## src/rtl/tfd_pkg.sv

```systemverilog
// ----------------------------------------------------------------------------
// tfd_pkg: shared types and constants of the tilt fall detector
// Holds the controller state type, command and status structs, and the
// arctangent table used by the shared CORDIC datapath.
// ----------------------------------------------------------------------------
package tfd_pkg;

  localparam int unsigned CordicIter = 16;
  localparam int unsigned IterW = $clog2(CordicIter + 1);
  localparam logic signed [31:0] AngleLimit = 32'sd4608000;
  localparam logic signed [31:0] AccLimit = 32'sd2304000;
  localparam logic [14:0] ThreshReset = 15'd5000;
  localparam logic [10:0] WeightReset = 11'd978;
  localparam logic [1:0] RegThresh = 2'd0;
  localparam logic [1:0] RegWeight = 2'd1;

  // Division of the gyro increment by five: a bias that is a multiple of five
  // and makes rate*dt positive, its quotient, the reciprocal of five for a
  // 19-bit dividend (shift 22) and 2^17 div 5.
  localparam logic signed [34:0] DeltaBias = 35'sd10737418240;
  localparam logic signed [36:0] BiasQuot = 37'sd2147483648;
  localparam logic [19:0] RecipFive = 20'd838861;
  localparam logic [14:0] HighFive = 15'd26214;

  typedef enum logic [3:0] {
    StIdle,
    StSqrt,
    StCordic,
    StPred,
    StMul1,
    StMul2,
    StMix,
    StNext,
    StFinish,
    StOut
  } state_e;

  typedef struct packed {
    logic load;       // capture an input sample
    logic sqrt_init;  // start a square root for the current axis
    logic sqrt_step;
    logic cordic_init;
    logic cordic_step;
    logic pred;
    logic mul1;
    logic mul2;
    logic mix;
    logic axis;       // 0 = roll, 1 = pitch
    logic finish;
    logic out_load;
  } cmd_t;

  typedef struct packed {
    logic sqrt_done;
    logic cordic_done;
  } status_t;

  function automatic logic signed [31:0] atan_q8(input logic [4:0] i);
    logic signed [31:0] r;
    begin
      case (i)
        5'd0: r = 32'sd1152000;
        5'd1: r = 32'sd680065;
        5'd2: r = 32'sd359328;
        5'd3: r = 32'sd182400;
        5'd4: r = 32'sd91554;
        5'd5: r = 32'sd45822;
        5'd6: r = 32'sd22916;
        5'd7: r = 32'sd11459;
        5'd8: r = 32'sd5730;
        5'd9: r = 32'sd2865;
        5'd10: r = 32'sd1432;
        5'd11: r = 32'sd716;
        5'd12: r = 32'sd358;
        5'd13: r = 32'sd179;
        5'd14: r = 32'sd90;
        5'd15: r = 32'sd45;
        5'd16: r = 32'sd22;
        5'd17: r = 32'sd11;
        5'd18: r = 32'sd6;
        5'd19: r = 32'sd3;
        5'd20: r = 32'sd1;
        5'd21: r = 32'sd1;
        default: r = 32'sd0;
      endcase
      return r;
    end
  endfunction

endpackage

```

## src/rtl/tfd_ctrl.sv

```systemverilog
// ----------------------------------------------------------------------------
// tfd_ctrl: sequencer of the tilt fall detector
// Steps the datapath through square root, CORDIC and filter for each axis.
// ----------------------------------------------------------------------------
module tfd_ctrl (
  input  logic             clk_i,
  input  logic             rst_ni,
  input  logic             in_valid_i,
  output logic             in_ready_o,
  output logic             out_valid_o,
  input  logic             out_ready_i,
  input  tfd_pkg::status_t status_i,
  output tfd_pkg::cmd_t    cmd_o
);

  tfd_pkg::state_e state_q, state_d;
  logic axis_q, axis_d;
  logic ovalid_q, ovalid_d;

  always_ff @(posedge clk_i or negedge rst_ni) begin
    if (!rst_ni) begin
      state_q <= tfd_pkg::StIdle;
      axis_q <= 1'b0;
      ovalid_q <= 1'b0;
    end else begin
      state_q <= state_d;
      axis_q <= axis_d;
      ovalid_q <= ovalid_d;
    end
  end

  // The result register frees up as soon as it is taken, so a new sample
  // may be in work while the last result waits.
  always_comb begin
    state_d = state_q;
    axis_d = axis_q;
    unique case (state_q)
      tfd_pkg::StIdle: if (in_valid_i) begin
        state_d = tfd_pkg::StSqrt;
        axis_d = 1'b0;
      end
      tfd_pkg::StSqrt: if (status_i.sqrt_done) state_d = tfd_pkg::StCordic;
      tfd_pkg::StCordic: if (status_i.cordic_done) state_d = tfd_pkg::StPred;
      tfd_pkg::StPred: state_d = tfd_pkg::StMul1;
      tfd_pkg::StMul1: state_d = tfd_pkg::StMul2;
      tfd_pkg::StMul2: state_d = tfd_pkg::StMix;
      tfd_pkg::StMix: state_d = tfd_pkg::StNext;
      tfd_pkg::StNext: begin
        if (axis_q) state_d = tfd_pkg::StFinish;
        else begin
          state_d = tfd_pkg::StSqrt;
          axis_d = 1'b1;
        end
      end
      tfd_pkg::StFinish: state_d = tfd_pkg::StOut;
      tfd_pkg::StOut: if (!ovalid_q || out_ready_i) state_d = tfd_pkg::StIdle;
      default: state_d = tfd_pkg::StIdle;
    endcase
  end

  always_comb begin
    cmd_o = '0;
    cmd_o.axis = axis_q;
    in_ready_o = (state_q == tfd_pkg::StIdle);
    ovalid_d = ovalid_q && !out_ready_i;
    unique case (state_q)
      tfd_pkg::StIdle: begin
        cmd_o.load = in_valid_i;
      end
      tfd_pkg::StSqrt: begin
        cmd_o.sqrt_step = 1'b1;
        cmd_o.cordic_init = status_i.sqrt_done;
      end
      tfd_pkg::StCordic: cmd_o.cordic_step = 1'b1;
      tfd_pkg::StPred: cmd_o.pred = 1'b1;
      tfd_pkg::StMul1: cmd_o.mul1 = 1'b1;
      tfd_pkg::StMul2: cmd_o.mul2 = 1'b1;
      tfd_pkg::StMix: cmd_o.mix = 1'b1;
      tfd_pkg::StNext: begin
        cmd_o.sqrt_init = !axis_q;
      end
      tfd_pkg::StFinish: cmd_o.finish = 1'b1;
      tfd_pkg::StOut: if (!ovalid_q || out_ready_i) begin
        cmd_o.out_load = 1'b1;
        ovalid_d = 1'b1;
      end
      default: ;
    endcase
    if (state_q == tfd_pkg::StIdle && in_valid_i) cmd_o.sqrt_init = 1'b1;
  end

  assign out_valid_o = ovalid_q;

  a_out_hold: assert property (@(posedge clk_i) disable iff (!rst_ni)
    out_valid_o && !out_ready_i |=> out_valid_o)
    else $error("result dropped while stalled");
  a_busy: assert property (@(posedge clk_i) disable iff (!rst_ni)
    state_q != tfd_pkg::StIdle |-> !in_ready_o)
    else $error("ready while busy");
  a_load: assert property (@(posedge clk_i) disable iff (!rst_ni)
    cmd_o.load |=> state_q == tfd_pkg::StSqrt)
    else $error("sample load without start");

endmodule

```

## config.mk

```make
export PLATFORM = sky130hd
export DESIGN_NAME = tfd_ctrl
export DESIGN_NICKNAME = d
export VERILOG_FILES = /design/src/rtl/tfd_pkg.sv /design/src/rtl/tfd_ctrl.sv
export SDC_FILE = /design/constraint.sdc
export NUM_CORES = 1
export LEC_CHECK = 0
export BUFFER_PORTS_ARGS = -buffer_cell sky130_fd_sc_hd__buf_2
export CORE_AREA = 4 4 41 43
export CTS_BUF_LIST = sky130_fd_sc_hd__clkbuf_8 sky130_fd_sc_hd__clkbuf_16
export DETAILED_ROUTE_END_ITERATION = 7
export DIE_AREA = 0 0 45 47
export GPL_TIMING_DRIVEN = 0
export SKIP_LAST_GASP = 1
export SYNTH_ARGS = -nofsm -noshare
export SYNTH_HDL_FRONTEND = slang
export SYNTH_SLANG_ARGS = --single-unit
```

## constraint.sdc

```tcl
create_clock -name clk_i -period 1.5 [get_ports clk_i]
set_clock_uncertainty 0.15 [all_clocks]
set_input_delay 0.3 -clock clk_i [delete_from_list [all_inputs] [get_ports clk_i]]
set_output_delay 0.3 -clock clk_i [all_outputs]
set_load 0.1 [all_outputs]
```

==> results <==
- The flow ran to the end, but the final reports show violations.
- The checks that failed: setup timing.
- The worst path setup slack after routing is -0.385 ns.
- STA classifies the critical path endpoint as a primary output.
- The combined area of the multi-input logic cells is a little over 400 µm².
- CTS placed an instance of sky130_fd_sc_hd__clkbuf_8 at the clock tree root.
- The dominant synthesized flop cell is sky130_fd_sc_hd__dfrtp_1.
- The number of hold-slack violations in the final timing report is 0.
- The most area-hungry cell type in the Yosys netlist is sky130_fd_sc_hd__dfrtp_1.
- In this run the tightest slew margin relative to its limit is 0.817.
- For this run, the number of Yosys warnings is 0.
- The worst hold endpoint is out_valid_o.
- Of all nets on the critical path, the largest fanout is 6.
- Averaged over all synthesized cells, the footprint is 8.42 µm².
- Counting cells, the worst reg-to-reg path comes to 5.
- The number of violations of the max-capacitance limit is 0.
- The slew at the pin closest to its max-slew limit is 0.274 ns.
- Counting every net in the synthesized netlist gives 61.
- The launching element of the worst setup path is state_q[3].
- Ranked by total cell area, the synthesized netlist is headed by sky130_fd_sc_hd__dfrtp_1, sky130_fd_sc_hd__nor2_1, sky130_fd_sc_hd__a2111oi_4.
- The register area is 156 µm².
- The initial utilization of the core area, before any placement, comes to 0.356.
- The hold-critical path depth is 3.
- At the end of routability-driven placement, the weighted congestion stood at 0.722.
- The final setup TNS is -4.01 ns.
- The async set-reset flop share out of synthesis is 1.00.
- The fraction of final layout cells with drive strength greater than 1 is 0.745.
- The clock passes through at most 2 buffers.
- The final layout net count is 102.
- The worst setup path is of the register to primary output kind.
- The first global-routing pass estimated between 2000 and 3000 µm of wire.
- The number of DRC markers in iteration 0 is 12.
- For this run, the total global-route usage over all layers was measured as 0.195.
- In the final routed layout, each cell accounts on average for 17.6 µm.
- The count of unique library cells instantiated by Yosys is 26.
- The shortest period the worst path allows is between 1.5 and 2 ns.
- The number of antenna violations at the first check in global routing is 0.
- In this run the core area contains 13 standard-cell rows.
- The worst register-to-register path begins at state_q[3].
- In the detailed route, the total length drawn on met3 is between 100 and 150 µm.
- The reg-to-reg critical path endpoint is state_q[0].
- The total area inside the core boundary comes to 1300 µm².
- Before antenna repair, the detailed router went through 4 iterations.
- For this run, the register share of the synthesized area comes to 0.324.
- The number of I/O port buffers is 19.
- The area added between synthesis and finish is 141%.
- The endpoint arrival time on the critical path is 1.44 ns.
- The half-perimeter wire length after placement is 921 µm.
- The netlist area before placement is around 460 µm².
- The aggregate global routing overflow is 0.
- The final number of max-transition violations is 0.
- The synthesized design contains 6 register bits.
- The height of the die is 47 µm.
- The width of the die is about 45 µm.
- The clock slew seen by the registers of the worst setup and hold paths is ~0.040 ns.
- In this run, synthesis inferred 0 flip-flops with an integrated enable.
- The placed instances occupy a cell area of about 730 µm².
- The largest net degree at the start of global routing is 11.
- After filler insertion, the fill cell instance count of the layout stands at 70.
- The most common cell in the synthesized netlist is sky130_fd_sc_hd__nor2_1.
- The routed wire length is 1920 µm.
- The length of routed met2 wiring is roughly 980 µm.
- TritonCTS built the clock tree.
- After detailed routing, the number of remaining DRC violations is 0.
- The startpoint of the worst hold path is out_ready_i.
- The share of the synthesized area in the top cell type is 0.324.
- Data on the critical path is required at its endpoint by roughly 1.1 ns.
- The floorplan step defined a die boundary enclosing 2120 µm².
- The highest metal layer used by the detailed router is met4.
- The reg-to-reg setup timing slack is -0.19 ns.
- The number of vias per cell after detailed routing is 5.59.
- The number of global-route vias before repair is 615.
- The detailed router put a total of 778 µm of wire on met1.
- In this run, CTS created clock tree buffers numbering 3.
- The maximum clock frequency is 0.530 GHz.
- With fillers left out, the area of the finished cells amounts to 1120 µm².
- STA classifies the critical path startpoint as a register.
- The share of the clock period used by the worst path after layout is 1.26.
- The count of H-tree levels built during CTS is 1.
- Setup repair after global routing could not meet its margin everywhere.
- 20 I/O pins were placed.
- The final route contains 609 vias.
- Once detail routing completed, the nets flagged for antenna violations numbered 0.
- The gate count of the mapped netlist is between 50 and 60.
- The final-report setup violation count is 13.
- The commonest cells after synthesis are sky130_fd_sc_hd__nor2_1, sky130_fd_sc_hd__dfrtp_1, sky130_fd_sc_hd__a21oi_1, sky130_fd_sc_hd__nand2b_1, sky130_fd_sc_hd__nor2b_1.
- Counting every sink on the clock net gives 6.
- The repair_antennas step left the layout with diodes totalling 0.
- The insertion delay to the later sink of the worst-skew pair is about 0.22 ns.
- In this run the worst hold path is classified as input port to register.
==> layout by cell type, fill, tap and decap left out <==
master	netlist	final
sky130_fd_sc_hd__a2111oi_4	1	1
sky130_fd_sc_hd__a211o_1	1	1
sky130_fd_sc_hd__a21o_1	1	1
sky130_fd_sc_hd__a21oi_1	4	3
sky130_fd_sc_hd__a21oi_4	0	1
sky130_fd_sc_hd__a32oi_1	1	1
sky130_fd_sc_hd__and3_4	0	2
sky130_fd_sc_hd__buf_12	0	13
sky130_fd_sc_hd__buf_2	1	5
sky130_fd_sc_hd__buf_4	1	18
sky130_fd_sc_hd__buf_6	2	2
sky130_fd_sc_hd__buf_8	0	1
sky130_fd_sc_hd__clkbuf_8	0	4
sky130_fd_sc_hd__dfrtp_1	6	3
sky130_fd_sc_hd__dfrtp_2	0	2
sky130_fd_sc_hd__dfrtp_4	0	1
sky130_fd_sc_hd__dlygate4sd3_1	0	1
sky130_fd_sc_hd__inv_1	2	1
sky130_fd_sc_hd__inv_2	0	1
sky130_fd_sc_hd__nand2_1	3	2
sky130_fd_sc_hd__nand2_2	0	1
sky130_fd_sc_hd__nand2b_2	0	1
sky130_fd_sc_hd__nand2b_4	0	3
sky130_fd_sc_hd__nand3b_1	1	1
sky130_fd_sc_hd__nand4_1	1	1
sky130_fd_sc_hd__nor2_1	8	2
sky130_fd_sc_hd__nor2_4	0	6
sky130_fd_sc_hd__nor2b_1	4	1
sky130_fd_sc_hd__nor2b_2	0	2
sky130_fd_sc_hd__nor2b_4	0	1
sky130_fd_sc_hd__nor3_4	0	3
sky130_fd_sc_hd__o21ai_0	2	2
sky130_fd_sc_hd__o221ai_2	1	1
sky130_fd_sc_hd__o31ai_1	1	1
sky130_fd_sc_hd__or2_1	1	1
sky130_fd_sc_hd__or2b_4	0	1
sky130_fd_sc_hd__or3_1	1	1
sky130_fd_sc_hd__xor2_1	1	1
==> worst max path at each step <==
stage | endpoint | slack, ns | depth (start not counted)
after floorplan | in_ready_o | -0.53 | 4
after global placement | cmd_o[10] | -0.42 | 4
after detailed placement | cmd_o[10] | -0.40 | 4
after CTS | in_ready_o | -0.38 | 5
after global routing | in_ready_o | -0.45 | 5
final | in_ready_o | -0.39 | 4
==> stage by stage <==
step	setup slack, ns	utilization	hold slack [ns]	std cells
finish	-0.385	0.858	0.225	109
global route	-0.445	0.858	0.258	109
CTS	-0.384	0.819	0.221	106
detailed placement	-0.401	0.561	-0.0230	89
global placement	-0.420	0.561	-0.0234	89
floorplan	-0.526	-	-0.146	55
==> flip-flops by register name (all words and copies together) (netlist names) <==
name         flops
out_valid_o      1
state_q          4
axis_q           1
==> worst max-delay path: stages, from the launching register on <==
cell and delay [ns]:
sky130_fd_sc_hd__dfrtp_2 0.46, sky130_fd_sc_hd__or2_1 0.26, sky130_fd_sc_hd__buf_6 0.15, sky130_fd_sc_hd__nor3_4 0.14, sky130_fd_sc_hd__buf_12 0.20
==> what timing repair did <==
action	4_1_cts	5_1_grt
setup endpoints to repair	15	14
resized for setup	52	4
setup buffers	13	3
pin swaps	1	4
hold buffers	1	0
endpoints found under the hold margin	6	0
==> routing by layer <==
metal	up-vias	track usage
met5	-	0
met4	0	0.0468
met3	5	0.0536
met2	31	0.339
met1	301	0.241
li1	272	-
==> logic make-up (layout without fill, tap and decap cells) <==
logic type             count (synthesis)  in the layout  share of synthesized area
AND/OR/NAND/NOR                       29             29                      0.330
XOR/XNOR                               1              1                     0.0189
AO/OA/AOI/OAI                         12             12                      0.227
buffers and inverters                  7             46                      0.100
flip-flops                             6              6                      0.324
==> final cells by class <==
class / count / area share
Buffer: 5 / 0.0572
Clock buffer: 3 / 0.0370
Inverter: 2 / 0.00673
Multi-Input combinational cell: 42 / 0.368
Sequential cell: 6 / 0.140
Tap cell: 15 / 0.0168
Timing Repair Buffer: 36 / 0.374
Power is not shown: default switching activity piles up to over one toggle a cycle in this logic, so the estimate is an artifact.
